### config.mk
export PLATFORM = sky130hd
export DESIGN_NAME = rfoc_ctrl
export DESIGN_NICKNAME = d
export VERILOG_FILES = /design/src/rtl/rfoc_pkg.sv /design/src/rtl/rfoc_ctrl.sv
export SDC_FILE = /design/constraint.sdc
export NUM_CORES = 1
export LEC_CHECK = 0
export BUFFER_PORTS_ARGS = -buffer_cell sky130_fd_sc_hd__buf_2
export CAP_MARGIN = 20
export CORE_MARGIN = 2
export CORE_UTILIZATION = 32
export DETAILED_ROUTE_END_ITERATION = 6
export PLACE_DENSITY = 0.64
export RECOVER_POWER = 25
export SYNTH_ARGS = -nofsm -noshare
export SYNTH_HDL_FRONTEND = slang
export SYNTH_SLANG_ARGS = --single-unit
export TNS_END_PERCENT = 1
### constraint.sdc
create_clock -name clk_i -period 6 [get_ports clk_i]
set_input_delay 0.6 -clock clk_i [delete_from_list [all_inputs] [get_ports clk_i]]
set_output_delay 0.6 -clock clk_i [all_outputs]
set_load 0.02 [all_outputs]
### src/rtl/rfoc_pkg.sv
package rfoc_pkg;

  localparam int MAX_SIDE_DEF      = 512;
  localparam int FRACTION_BITS_DEF = 8;

  localparam int SYM_W   = 8;
  localparam int FIELD_W = 19;
  localparam int MODE_W  = 2;
  localparam int KIND_W  = 8;
  localparam int ROW_W   = 9;

  // stream word widths (fields packed from bit 0, padded to whole bytes)
  localparam int S_DATA_W = 112;
  localparam int M_DATA_W = 16;

  localparam logic [MODE_W-1:0] MODE_DRAW  = 2'd0;
  localparam logic [MODE_W-1:0] MODE_READ  = 2'd1;
  localparam logic [MODE_W-1:0] MODE_CLEAR = 2'd2;

  localparam logic [KIND_W-1:0] KIND_FILLED  = 8'h52;  // 'R'
  localparam logic [KIND_W-1:0] KIND_OUTLINE = 8'h72;  // 'r'

  localparam int CFG_IDX_W  = 2;
  localparam int CFG_DATA_W = 10;
  localparam int SIZE_W     = 10;

  localparam logic [CFG_IDX_W-1:0] CFG_CANVAS_WIDTH  = 2'd0;
  localparam logic [CFG_IDX_W-1:0] CFG_CANVAS_HEIGHT = 2'd1;
  localparam logic [CFG_IDX_W-1:0] CFG_BACKGROUND    = 2'd2;

  localparam logic [SIZE_W-1:0] SIZE_RESET = 10'd1;
  localparam logic [SYM_W-1:0]  BG_RESET   = 8'd32;

  typedef struct packed {
    logic wr;
    logic rd;
  } mem_cmd_t;

endpackage

### src/rtl/rfoc_ctrl.sv
module rfoc_ctrl import rfoc_pkg::*; #(
  parameter int MAX_SIDE      = MAX_SIDE_DEF,
  parameter int FRACTION_BITS = FRACTION_BITS_DEF,
  localparam int SIDE_W = (MAX_SIDE > 1) ? $clog2(MAX_SIDE) : 1,
  localparam int CNT_W  = $clog2(MAX_SIDE + 1),
  localparam int ADDR_W = 2 * SIDE_W
) (
  input  logic                clk_i,
  input  logic                rst_ni,
  input  logic                s_axis_tvalid,
  output logic                s_axis_tready,
  input  logic [S_DATA_W-1:0] s_axis_tdata,
  input  logic [MODE_W-1:0]   s_axis_tuser,
  output logic                m_axis_tvalid,
  input  logic                m_axis_tready,
  output logic [M_DATA_W-1:0] m_axis_tdata,
  input  logic [CNT_W-1:0]    w_use_i,
  input  logic [CNT_W-1:0]    h_use_i,
  input  logic [SYM_W-1:0]    bg_i,
  output mem_cmd_t            mem_cmd_o,
  output logic [ADDR_W-1:0]   mem_addr_o,
  output logic [SYM_W-1:0]    mem_wdata_o,
  input  logic [SYM_W-1:0]    mem_rdata_i
);

  localparam int XW    = (SIDE_W + FRACTION_BITS > FIELD_W) ? SIDE_W + FRACTION_BITS : FIELD_W;
  localparam int CW    = XW + 2;
  localparam int CMP_W = (CNT_W > ROW_W) ? CNT_W : ROW_W;
  localparam logic signed [CW-1:0] OneFx = CW'(1) << FRACTION_BITS;

  localparam logic [2:0] ST_IDLE    = 3'd0;
  localparam logic [2:0] ST_SCAN    = 3'd1;
  localparam logic [2:0] ST_RD_ADDR = 3'd2;
  localparam logic [2:0] ST_RD_DATA = 3'd3;
  localparam logic [2:0] ST_FINISH  = 3'd4;

  logic [2:0] state_q;

  // input word fields
  logic signed [FIELD_W-1:0] in_left, in_top, in_span_x, in_span_y;
  logic [KIND_W-1:0] in_kind;
  logic [SYM_W-1:0]  in_sym;
  logic [ROW_W-1:0]  in_row, in_col;

  assign in_left   = s_axis_tdata[18:0];
  assign in_top    = s_axis_tdata[37:19];
  assign in_span_x = s_axis_tdata[56:38];
  assign in_span_y = s_axis_tdata[75:57];
  assign in_kind   = s_axis_tdata[83:76];
  assign in_sym    = s_axis_tdata[91:84];
  assign in_row    = s_axis_tdata[100:92];
  assign in_col    = s_axis_tdata[109:101];

  logic draw_ok, canvas_empty, read_hit, accept;

  assign accept  = s_axis_tvalid && s_axis_tready;
  assign draw_ok = !in_span_x[FIELD_W-1] && (in_span_x != '0) &&
                   !in_span_y[FIELD_W-1] && (in_span_y != '0) &&
                   ((in_kind == KIND_FILLED) || (in_kind == KIND_OUTLINE));
  assign canvas_empty = (w_use_i == '0) || (h_use_i == '0);
  assign read_hit = (CMP_W'(in_row) < CMP_W'(h_use_i)) && (CMP_W'(in_col) < CMP_W'(w_use_i));

  // scan position and running edge distances (fixed point)
  logic [CNT_W-1:0] c_q, r_q;
  logic signed [CW-1:0] dx_q, ex_q, dy_q, ey_q, negl_q, redge_q;
  logic filled_q, force_q;
  logic [SYM_W-1:0] sym_q;

  logic in_x, in_y, bd_x, bd_y, paint;
  logic col_last, row_last;

  assign in_x  = !dx_q[CW-1] && !ex_q[CW-1];
  assign in_y  = !dy_q[CW-1] && !ey_q[CW-1];
  assign bd_x  = (dx_q < OneFx) || (ex_q < OneFx);
  assign bd_y  = (dy_q < OneFx) || (ey_q < OneFx);
  assign paint = force_q || (in_x && in_y && (filled_q || bd_x || bd_y));

  assign col_last = (c_q + CNT_W'(1)) == w_use_i;
  assign row_last = (r_q + CNT_W'(1)) == h_use_i;

  assign mem_cmd_o.wr = (state_q == ST_SCAN) && paint;
  assign mem_cmd_o.rd = (state_q == ST_RD_ADDR);
  assign mem_addr_o   = {r_q[SIDE_W-1:0], c_q[SIDE_W-1:0]};
  assign mem_wdata_o  = sym_q;

  logic res_status_q;
  logic [SYM_W-1:0] res_sym_q;
  logic m_valid_q, m_status_q;
  logic [SYM_W-1:0] m_sym_q;

  always_ff @(posedge clk_i or negedge rst_ni) begin
    if (!rst_ni) begin
      state_q   <= ST_IDLE;
      m_valid_q <= 1'b0;
    end else begin
      // finish handles the output register itself
      if (m_valid_q && m_axis_tready && (state_q != ST_FINISH)) begin
        m_valid_q <= 1'b0;
      end
      case (state_q)
        ST_IDLE: begin
          if (accept) begin
            case (s_axis_tuser)
              MODE_DRAW: begin
                if (draw_ok && !canvas_empty) begin
                  state_q <= ST_SCAN;
                end else begin
                  state_q <= ST_FINISH;
                end
              end
              MODE_CLEAR: begin
                state_q <= canvas_empty ? ST_FINISH : ST_SCAN;
              end
              MODE_READ: begin
                state_q <= read_hit ? ST_RD_ADDR : ST_FINISH;
              end
              default: begin
                state_q <= ST_FINISH;
              end
            endcase
          end
        end
        ST_SCAN: begin
          if (col_last && row_last) begin
            state_q <= ST_FINISH;
          end
        end
        ST_RD_ADDR: begin
          state_q <= ST_RD_DATA;
        end
        ST_RD_DATA: begin
          state_q <= ST_FINISH;
        end
        ST_FINISH: begin
          if (!m_valid_q || m_axis_tready) begin
            m_valid_q <= 1'b1;
            state_q   <= ST_IDLE;
          end
        end
        default: begin
          state_q <= ST_IDLE;
        end
      endcase
    end
  end

  // datapath, no reset needed
  always_ff @(posedge clk_i) begin
    case (state_q)
      ST_IDLE: begin
        if (accept) begin
          res_status_q <= (s_axis_tuser == MODE_DRAW) && !draw_ok;
          res_sym_q    <= '0;
          filled_q     <= (in_kind == KIND_FILLED);
          force_q      <= (s_axis_tuser == MODE_CLEAR);
          sym_q        <= (s_axis_tuser == MODE_CLEAR) ? bg_i : in_sym;
          negl_q       <= -CW'(in_left);
          redge_q      <= CW'(in_left) + CW'(in_span_x);
          dx_q         <= -CW'(in_left);
          ex_q         <= CW'(in_left) + CW'(in_span_x);
          dy_q         <= -CW'(in_top);
          ey_q         <= CW'(in_top) + CW'(in_span_y);
          if (s_axis_tuser == MODE_READ) begin
            r_q <= CNT_W'(in_row);
            c_q <= CNT_W'(in_col);
          end else begin
            r_q <= '0;
            c_q <= '0;
          end
        end
      end
      ST_SCAN: begin
        if (col_last) begin
          c_q  <= '0;
          r_q  <= r_q + CNT_W'(1);
          dx_q <= negl_q;
          ex_q <= redge_q;
          dy_q <= dy_q + OneFx;
          ey_q <= ey_q - OneFx;
        end else begin
          c_q  <= c_q + CNT_W'(1);
          dx_q <= dx_q + OneFx;
          ex_q <= ex_q - OneFx;
        end
      end
      ST_RD_DATA: begin
        res_sym_q <= mem_rdata_i;
      end
      ST_FINISH: begin
        if (!m_valid_q || m_axis_tready) begin
          m_status_q <= res_status_q;
          m_sym_q    <= res_sym_q;
        end
      end
      default: begin
      end
    endcase
  end

  assign s_axis_tready = (state_q == ST_IDLE);
  assign m_axis_tvalid = m_valid_q;
  assign m_axis_tdata  = {{(M_DATA_W - SYM_W - 1){1'b0}}, m_sym_q, m_status_q};

`ifndef ASSERT_OFF
  a_scan_in_canvas: assert property (@(posedge clk_i) disable iff (!rst_ni)
    (state_q == ST_SCAN) |-> ((c_q < w_use_i) && (r_q < h_use_i)))
    else $error("scan position outside canvas in use");

  a_read_latency: assert property (@(posedge clk_i) disable iff (!rst_ni)
    (state_q == ST_RD_DATA) |-> $past(mem_cmd_o.rd))
    else $error("read data taken without a read one cycle earlier");

  a_result_source: assert property (@(posedge clk_i) disable iff (!rst_ni)
    $rose(m_valid_q) |-> $past(state_q == ST_FINISH))
    else $error("result word appeared outside finish");

  a_clear_writes_all: assert property (@(posedge clk_i) disable iff (!rst_ni)
    ((state_q == ST_SCAN) && force_q) |-> mem_cmd_o.wr)
    else $error("clear skipped a cell");
`endif

endmodule

# --- Word-level counts from Yosys, hierarchy flattened ---
# Index checks and enable logic that the tools add are counted.
classes:
  addsub: 10
  n_lt_le_gt_ge: 6
  n_eq_ne: 15
  muxes: 34
  reduce_logical: 47
ops:
  columns: ["cell", "n"]
  rows:
  - ["$mux W21", 8]
  - ["$pmux W21 S2", 4]
  - ["$lt A21 B10 Y1 const B", 4]
  - ["$add A21 B10 Y21 const B", 2]
  - ["$neg A19 Y21", 2]
  - ["$sub A21 B10 Y21 const B", 2]
  - ["$add A19 B19 Y20", 2]
  - ["$mux W10", 4]
  - ["$pmux W10 S2", 2]
  - ["$reduce_bool A19 Y1", 2]
  - ["$add A10 B1 Y10 const B", 2]
  - ["$eq A10 B10 Y1", 2]
  - ["$logic_not A10 Y1", 2]
  - ["$lt A9 B10 Y1", 2]
  - ["$mux W3", 6]
  - ["$mux W9", 2]
  - ["$eq A8 B7 Y1 const B", 2]
  - ["$logic_and A1 B1 Y1", 16]
  - ["$mux W8", 2]
  - ["$pmux W8 S2", 1]
  - ["$pmux W3 S5", 1]
  - ["$logic_not A1 Y1", 9]
  - ["$pmux W3 S3", 1]
  - ["$logic_or A1 B1 Y1", 8]
  - ["other kinds (14)", 24]
totals:
  regBits: 178
  inputBits: 154

# --- Longest topological paths before layout ---
# Gate-level depths: netlist (run 1).
depth:
  depth_word: 10
  depth_mapped: 10

# --- Least setup slack after synthesis (run 1) ---
# No wires, ideal clock.
synth_path:
  path_type: "reg-to-reg"
  start: "register c_q[0]"
  end: "register dy_q[10], enable pin"
  setup_time_ns: 0.434
  t_arrival_ns: 3.719
  required_ns: 5.566
  slack_ns: 1.847
  stages_incl_launch_ff: 10
  path_buffers: 2
  period_less_slack_ns: 4.153
  path_cell_list: "edfxtp_1 -> ha_1 -> xor2_1 -> a311oi_1 -> nand4_1 -> nor4_1 -> nand4_2 -> buf_6 -> buf_2 -> o21ai_1"
synth_via:
  elab_chain_len: 4
synth_lines:
  columns: ["item", "line", "source"]
  rows:
  - ["start, declared", "rfoc_ctrl.sv:64", "logic [CNT_W-1:0] c_q, r_q;"]
  - ["start signal, assigned", "rfoc_ctrl.sv:165", "c_q <= CNT_W'(in_col);"]
  - ["start signal, assigned", "rfoc_ctrl.sv:181", "c_q <= c_q + CNT_W'(1);"]
  - ["$add A10 B1 Y10", "rfoc_ctrl.sv:78", "assign col_last = (c_q + CNT_W'(1)) == w_use_i;"]
  - ["$eq A10 B10 Y1", "rfoc_ctrl.sv:78", null]
  - ["$ne A2 B2 Y1 (no line)", null, null]
  - ["$reduce_and A3 Y1 (no line)", null, null]
  - ["end signal, assigned", "rfoc_ctrl.sv:161", "dy_q <= -CW'(in_top);"]
  - ["end signal, assigned", "rfoc_ctrl.sv:178", "dy_q <= dy_q + OneFx;"]
  - ["end, declared", "rfoc_ctrl.sv:65", "logic signed [CW-1:0] dx_q, ex_q, dy_q, ey_q, negl_q, redge_q;"]
# No other way between the ends.
# A chain may end at the register's enable or synchronous reset.

==> results of run 1 <==
## cells in the mapped netlist (all sizes together), types with 10 or more instances
| cell type | number | area, um^2 |
|---|---|---|
| xnor2 | 62 | 543 |
| ha | 58 | 726 |
| nand3 | 25 | 130 |
| and3 | 11 | 68.8 |
| mux2 | 28 | 345 |
| nand4 | 16 | 106 |
| clkbuf | 17 | 63.8 |
| inv | 42 | 158 |
| and2 | 13 | 81.3 |
| nor2 | 65 | 244 |
| o21ai | 63 | 315 |
| xor2 | 41 | 359 |
| mux2i | 16 | 160 |
| buf | 34 | 243 |
| nor2b | 13 | 81.3 |
| nor4 | 28 | 175 |
| a21oi | 37 | 185 |
| edfxtp | 125 | 3750 |
| nand2 | 68 | 255 |
| or3 | 10 | 62.6 |
| nor3 | 28 | 156 |
## metrics by stage
stage	utilization, %	instances	power (mW)
after global routing	38.4	1483	4.65
after CTS	38.6	1483	4.42
after detailed placement	36.6	1451	3.39
after floorplan	-	920	2.94
final	38.4	1485	4.35
after global placement	36.6	1451	3.36
## timing repair
action | CTS | global route
buffers inserted | 0 | 0
hold endpoints to repair | 4 | 0
hold buffers | 1 | 0
setup endpoints to repair | 0 | 0
## area by class of cell
class                   count  area, um^2
clock buffers              17         425
flip-flops and latches    129        3850
well taps                 384         480
repair buffers            199         968
clock inverters            14         141
multi-input cells         698        4910
fillers                  2879       17500
diodes                      2        5.00
inverters                  42         158
## worst max-delay path, cell delays in order (launching register included)
cell                       delay [ns]
sky130_fd_sc_hd__edfxtp_1        0.41
sky130_fd_sc_hd__or3_1           0.43
sky130_fd_sc_hd__nor4_1          0.40
sky130_fd_sc_hd__nand2_1         0.17
sky130_fd_sc_hd__nor3_1          0.34
sky130_fd_sc_hd__a211o_1         0.19
sky130_fd_sc_hd__a21oi_1         0.06
sky130_fd_sc_hd__nor2_1          0.18
sky130_fd_sc_hd__buf_2           0.20
## routing by layer
metal | vias to the layer above | part of all wire (%) | routed length (um)
met3 | 24 | 5.3 | 1250
met4 | 0 | 1.5 | 346
li1 | 3725 | - | -
met5 | - | 0 | 0
met1 | 3581 | 45 | 10600
met2 | 242 | 48 | 11400
## cells by family (layout without fill, tap and decap cells)
family	after synthesis	count (layout)
simple gates	310	310
compound gates	176	176
flops	129	129
xor+xnor	103	103
buf+inv	93	272
fa+ha+maj	58	58
mux	44	44
other cells	1	9
## flip-flops by register name, indices dropped and copies added (netlist names)
| name | cells |
|---|---|
| res_sym_q | 8 |
| mem_wdata_o | 8 |
| state_q | 3 |
| filled_q | 1 |
| c_q | 10 |
| res_status_q | 1 |
| redge_q | 12 |
| negl_q | 13 |
| r_q | 10 |
| m_sym_q | 8 |
| dx_q | 13 |
| m_status_q | 1 |
| ex_q | 13 |
| force_q | 1 |
| m_axis_tvalid | 1 |
| ey_q | 13 |
| dy_q | 13 |
## power groups by stage
| stage | clock network, mW | registers (mW) | logic [mW] |
|---|---|---|---|
| 2_1_floorplan | 0 | 1.74 | 1.20 |
| 3_3_place_gp | 0 | 1.79 | 1.57 |
| 3_5_place_dp | 0 | 1.80 | 1.59 |
| 4_1_cts | 1.04 | 1.79 | 1.60 |
| 5_1_grt | 1.07 | 1.84 | 1.73 |
| 6_report | 1.01 | 1.79 | 1.55 |
## how the worst min path moves through the flow
stage	start	endpoint	cells after the start
final	res_sym_q[2]	m_sym_q[2]	0
after global routing	res_sym_q[7]	m_sym_q[7]	0
after CTS	res_sym_q[2]	m_sym_q[2]	0
after detailed placement	rst_ni	state_q[0]	1
after global placement	res_sym_q[2]	m_sym_q[2]	0
after floorplan	rst_ni	m_axis_tvalid	0
==> results.md, run 1 <==
| Metric | This run |
| --- | --- |
| Result of the run | finished, final reports clean |
| Synth Area in Compound Gates | 12.2% |
| Post-route cell area | 10,900 um^2 |
| Clock Skew | 0.0157 ns |
| Type of destination of the critical path | primary output |
| Placement-stage worst setup slack | 2.53 ns |
| Clock-pin slew reported for the worst setup and hold paths after clock tree synthesis | 0.06 ns |
| Post-route setup TNS | 0 ns |
| Element type at the critical path start | flip-flop |
| Clock tree from TritonCTS | done |
| Worst setup path endpoint | mem_cmd_o[1] |
| Gp weighted congestion | 0.874 |
| Transition at the pin with the smallest max-transition slack | 0.969 ns |
| Cell leakage power | 4.36 nW |
| Mean instance size in the synthesized netlist | 10.0 um^2 |
| Number of global-route vias before repair | 7,409 |
| Global-route wire length before repair | 37,800 um |
| Fraction of final layout cells with drive strength greater than 1 | 20.8% |
| Sequential group share of total power | 41.2% |
| Portion of the post-synthesis area used by sequential elements | 42.0% |
| Post-Synthesis Cell Area | 9190 um^2 |
| Pwr/cell area | 398 nW/um^2 |
| Aggregate global-route resource usage | 15.7% |
| Count of flip-flops with a built-in enable after synthesis | 125 |
| Boundary Pins | 200 |
| Average routed wire per standard cell | 15.9 um |
| Port Buf Inserts | 190 |
| Starting density of the core | 32.3% |
| Multiplexer share of the synthesized area | 5.50% |
| Net Switching | 1.64 mW |
| Die Span Y | 173 um |
| Syn. warnings | 0 |
| Max_slew headroom | 35.3% |
| Critical path data arrival time | 2.80 ns |
| Proportion of register bits with asynchronous set or reset after synthesis | 3.10% |
| CP startpoint | ex_q[11] |
| Number of setup violations in the final report | 0 |
| Number of routed nets with antenna violations | 0 |
| Maximum number of pins on one net before global-route repair | 61 |
| Most used flip-flop cell after synthesis | sky130_fd_sc_hd__edfxtp_1 |
| Antenna violations before repair | 1 |
| Crit path max fanout | 3 |
| Slack of the critical path | 2.60 ns |
| Combinational group share of total power | 35.6% |
| GRT busiest layer | met2 |
| Max-cap violations | 0 |
| Clock Tree Root | sky130_fd_sc_hd__clkbuf_16 |
| Final cycle utilization of the critical path | 56.7% |
| Worst-Skew Late Latency | 0.42 ns |
| R2r worst-path depth | 9 |
| CTS buffer count | 17 |
| Max Clock Freq | 294 MHz |
| Worst R2R End | ey_q[15] |
| CTS-repair resized insts | 0 |
| Total overflow reported by the global router | 0 |
| Global Route met1 Usage | 19.9% |
| Total number of clock tree sinks | 129 |
| Detailed router's first-iteration violation count | 453 |
| Commonest non-fill, non-tap cell in the layout | sky130_fd_sc_hd__buf_2 |
| Critical path type | reg -> out |
| Hold Violations, Final | 0 |
| Final Critical Period | 3.40 ns |
| Gate Count Post-Synth | 914 |
| Class of the most critical hold timing path | reg -> reg |
| Post-Synth XOR/XNOR Area | 9.82% |
| Half-perimeter wire length of the detailed placement result | 18,000 um |
| Width of the die | 173 um |
| Adder-Cell Fraction of Synth Area | 7.90% |
| Max IR drop VDD | 160 uV |
| H-tree levels | 4 |
| First-pass detailed-route iteration total | 5 |
| Total internal power | 2.71 mW |
| Core Footprint | 28,500 um^2 |
| Internal reg-to-reg setup slack | 2.66 ns |
| Average via count per standard cell | 5.10 |
| Post-layout net count | 1,299 |
| Beginning of the worst register-to-register path | c_q[0] |
| Total Routed Length | 23,600 um |
| Met3 capacity usage during global routing | 3.90% |
| Unrepaired setup endpoints after global routing | false |
| Final routed DRC violation total | 0 |
| Placement Cell Area | 10,400 um^2 |
| Share of total power in the clock network | 23.2% |
| Sw Ratio | 37.8% |
| Largest family of logic cells by synthesized area | simple AND/OR/NAND/NOR gates |
| Hold WS | 0.426 ns |
| Maximum clock insertion buffer count | 2 |
| Die Footprint | 30,100 um^2 |
| Number of register bits inferred by synthesis | 129 |
| Number of distinct standard cells referenced by the synthesized netlist | 75 |
| Commonest cells after routing, fill and taps aside | sky130_fd_sc_hd__buf_2, sky130_fd_sc_hd__edfxtp_1, sky130_fd_sc_hd__nand2_1, sky130_fd_sc_hd__nor2_1 |
| Worst path required time | 5.40 ns |
| Vias after detailed routing | 7,572 |
| Area overhead of the layout relative to synthesis | 19.1% |
| Final-report max-slew violation count | 0 |
| Met2 GRT Util | 26.8% |
| Area share of and/or/nand/nor cells after synthesis | 17.5% |
| Site Rows | 62 |
Power figures use the tool's default switching activity.
==> inputs of run 2 (changes only) <==
Settings changed: PLACE_DENSITY 0.64 to 0.66.
Clock period 6 ns to 2.8 ns, I/O delays scaled along.
==> run 2 against run 1 <==
  * Core utilization increased by 1.1 points
  * Count of clock-buffer cells in the layout increased by 1
  * Critical endpoint is now ex_q[17]
  * Combinational power increased by 140%
  * Setup slack got worse by 2.6 ns
  * Cell count increased by 1.6%
==> results.md, run 2 (synthesis gave the netlist of run 1 again) <==
| Metric | This run | Delta |
| --- | --- | --- |
| Post-layout net count | 1,324 | +1.9% |
| Crit path max fanout | 29 | +26 |
| Number of setup violations in the final report | 0 | unchanged |
| Max IR drop VDD | 343 uV | +110% |
| Placement-stage worst setup slack | 0.0153 ns | -2.52 ns |
| Count of buffer and inverter cells on the critical path | 2 | +1 |
| Vias after detailed routing | 7,636 | +0.85% |
| Utilization after layout | 39.5% | +1.1 points |
| Commonest cells after routing, fill and taps aside | sky130_fd_sc_hd__buf_2, sky130_fd_sc_hd__edfxtp_1, sky130_fd_sc_hd__nand2_1, sky130_fd_sc_hd__nor2_1 |  |
| Global Route met1 Usage | 20.2% | +0.29 points |
| Max Clock Freq | 360 MHz |  |
| Clock tree from TritonCTS | done |  |
| Average routed wire per standard cell | 15.9 um | about the same |
| Crit path largest cell delay | 0.45 ns | +0.02 ns |
| Gp weighted congestion | 0.885 | +1.2% |
| Detailed router's first-iteration violation count | 374 | -17% |
| Max-cap violations | 0 | unchanged |
| Transition at the pin with the smallest max-transition slack | 0.683 ns | -0.286 ns |
| Antenna violations before repair | 1 | unchanged |
| PnR Total Power | 9.61 mW | +120% |
| Clock-pin slew reported for the worst setup and hold paths after clock tree synthesis | 0.06 ns | about the same |
| R2r worst-path depth | 9 | unchanged |
| H-tree levels | 4 | unchanged |
| Maximum number of pins on one net before global-route repair | 37 | -39% |
| Slack of the critical path | 0.0215 ns | -2.58 ns |
| Total Routed Length | 24,000 um | +1.6% |
| GRT busiest layer | met2 |  |
| Half-perimeter wire length of the detailed placement result | 18,600 um | +2.9% |
| Die Footprint | 30,100 um^2 | unchanged |
| Area overhead of the layout relative to synthesis | 22.5% |  |
| Element type at the critical path start | flip-flop |  |
| Max_slew headroom | 54.3% | +19 points |
| Maximum clock insertion buffer count | 2 | unchanged |
| Type of destination of the critical path | flip-flop |  |
| First-pass detailed-route iteration total | 5 | unchanged |
| Final-report max-slew violation count | 0 | unchanged |
| Die Span Y | 173 um | unchanged |
| Hold Violations, Final | 0 | unchanged |
| Post-route setup TNS | 0 ns | unchanged |
| Critical path type | reg -> reg |  |
| Commonest non-fill, non-tap cell in the layout | sky130_fd_sc_hd__buf_2 |  |
| Cell leakage power | 4.54 nW | +4.2% |
| Clock Skew | 0.00986 ns | -0.00588 ns |
| Aggregate global-route resource usage | 16.0% | +0.31 points |
| Fraction of final layout cells with drive strength greater than 1 | 25.1% | +4.2 points |
| Width of the die | 173 um | unchanged |
| Crit path cell chain | buf_4 > nand3_1 > nor3_2 > a211o_1 > nor4_2 > nand4_2 > buf_12 > mux2_4 > mux2_4 |  |
| Final cycle utilization of the critical path | 99.2% |  |
| Class of the most critical hold timing path | in -> reg |  |
| Starting density of the core | 32.3% | unchanged |
| Boundary Pins | 200 | unchanged |
| CTS buffer count | 17 | unchanged |
| Levels on crit path | 9 | +1 |
| CP max-delay cell | sky130_fd_sc_hd__edfxtp_1 |  |
| Final routed DRC violation total | 0 | unchanged |
| Depth of the worst hold-timing path | 2 | +2 |
| Met3 capacity usage during global routing | 2.81% | -1.1 points |
| Worst path required time | 2.97 ns | -2.43 ns |
| Worst-Skew Late Latency | 0.42 ns | about the same |
| Total overflow reported by the global router | 0 | unchanged |
| Core Footprint | 28,500 um^2 | unchanged |
| Number of routed nets with antenna violations | 0 | unchanged |
| Total number of clock tree sinks | 129 | unchanged |
| Final Critical Period | 2.78 ns |  |
| Critical path data arrival time | 2.95 ns | +0.15 ns |
| Average via count per standard cell | 5.06 | -0.76% |
| Number of global-route vias before repair | 7,523 | +1.5% |
| Clock Tree Root | sky130_fd_sc_hd__clkbuf_16 |  |
| Site Rows | 62 | unchanged |
| Cell repeated most along the worst path | sky130_fd_sc_hd__mux2_4 |  |
| Result of the run | finished, final reports clean |  |
| Pwr/cell area | 854 nW/um^2 | +110% |
| N_diodes | 0 | -2 |
| Port Buf Inserts | 190 | unchanged |
| Kind of cell with the highest combined delay on the critical path | simple AND/OR/NAND/NOR gates |  |
| Unrepaired setup endpoints after global routing | true |  |
| Met2 GRT Util | 27.6% | +0.83 points |
| Global-route wire length before repair | 38,500 um | +2.0% |
run 2: cell types whose count changed in the layout (fill, tap and decap cells not counted), moves of 2 or more:
cell	before	now
sky130_fd_sc_hd__or4_1	7	5
sky130_fd_sc_hd__nor4_1	28	26
sky130_fd_sc_hd__clkbuf_1	40	25
sky130_fd_sc_hd__diode_2	2	0
sky130_fd_sc_hd__buf_4	7	27
sky130_fd_sc_hd__or4_4	0	2
sky130_fd_sc_hd__nor2_1	65	63
sky130_fd_sc_hd__buf_2	151	167
sky130_fd_sc_hd__inv_6	1	4
sky130_fd_sc_hd__clkinvlp_4	2	4
sky130_fd_sc_hd__buf_12	0	4
sky130_fd_sc_hd__clkinv_2	3	1
run 2: per-stage QoR:
stage | hold slack [ns] | std cells | area (um^2)
2_1_floorplan | -0.0156 | 920 | 9240
3_3_place_gp | 0.100 | 1472 | 10600
3_5_place_dp | 0.100 | 1472 | 10600
4_1_cts | 0.115 | 1507 | 11200
5_1_grt | 0.122 | 1509 | 11200
6_report | 0.138 | 1509 | 11200
run 2: cell type report:
cell class                      instances  area [um^2]
Fill cell                            2827        17200
Multi-Input combinational cell        698         4970
Sequential cell                       129         3850
Timing Repair Buffer                  224         1230
Tap cell                              384          480
Clock buffer                           18          429
Inverter                               42          158
Clock inverter                         14          130
run 2: routing by layer:
metal | vias up | routed length (um)
li1 | 3765 | -
met1 | 3598 | 10600
met2 | 240 | 11600
met3 | 31 | 1340
met4 | 2 | 409
met5 | - | 13
run 2: report_power, final:
group          leakage (nW)  switching (mW)  total [mW]  internal, mW
combinational          3.03            2.14        3.66          1.53
sequential             1.25           0.613        3.80          3.18
clock                 0.261           0.923        2.15          1.23
run 2: worst paths after layout:
check / start / slack (ns) / endpoint
min in group asynchronous: rst_ni / 0.26 / m_axis_tvalid
max in group asynchronous: rst_ni / 2.33 / state_q[2]
setup reg to reg: c_q[0] / 0.02 / ex_q[17]
hold / removal: mem_rdata_i[4] / 0.14 / res_sym_q[4]
hold reg to reg: res_sym_q[1] / 0.42 / m_sym_q[1]
setup / recovery: c_q[0] / 0.02 / ex_q[17]
run 2: worst reg2reg max path, cell delays in order, from the launching register on:
cell and delay, ns:
sky130_fd_sc_hd__edfxtp_1 0.45, sky130_fd_sc_hd__buf_4 0.17, sky130_fd_sc_hd__nand3_1 0.18, sky130_fd_sc_hd__nor3_2 0.11, sky130_fd_sc_hd__a211o_1 0.28, sky130_fd_sc_hd__nor4_2 0.32, sky130_fd_sc_hd__nand4_2 0.20, sky130_fd_sc_hd__buf_12 0.23
sky130_fd_sc_hd__mux2_4 0.33, sky130_fd_sc_hd__mux2_4 0.25
run 2: timing repair:
action,4_1_cts,5_1_grt
gates resized for setup,8,4
setup endpoints to repair,2,46
buffers inserted,2,2
hold buffers,1,0
hold endpoints to repair,4,0
pin swaps,1,2
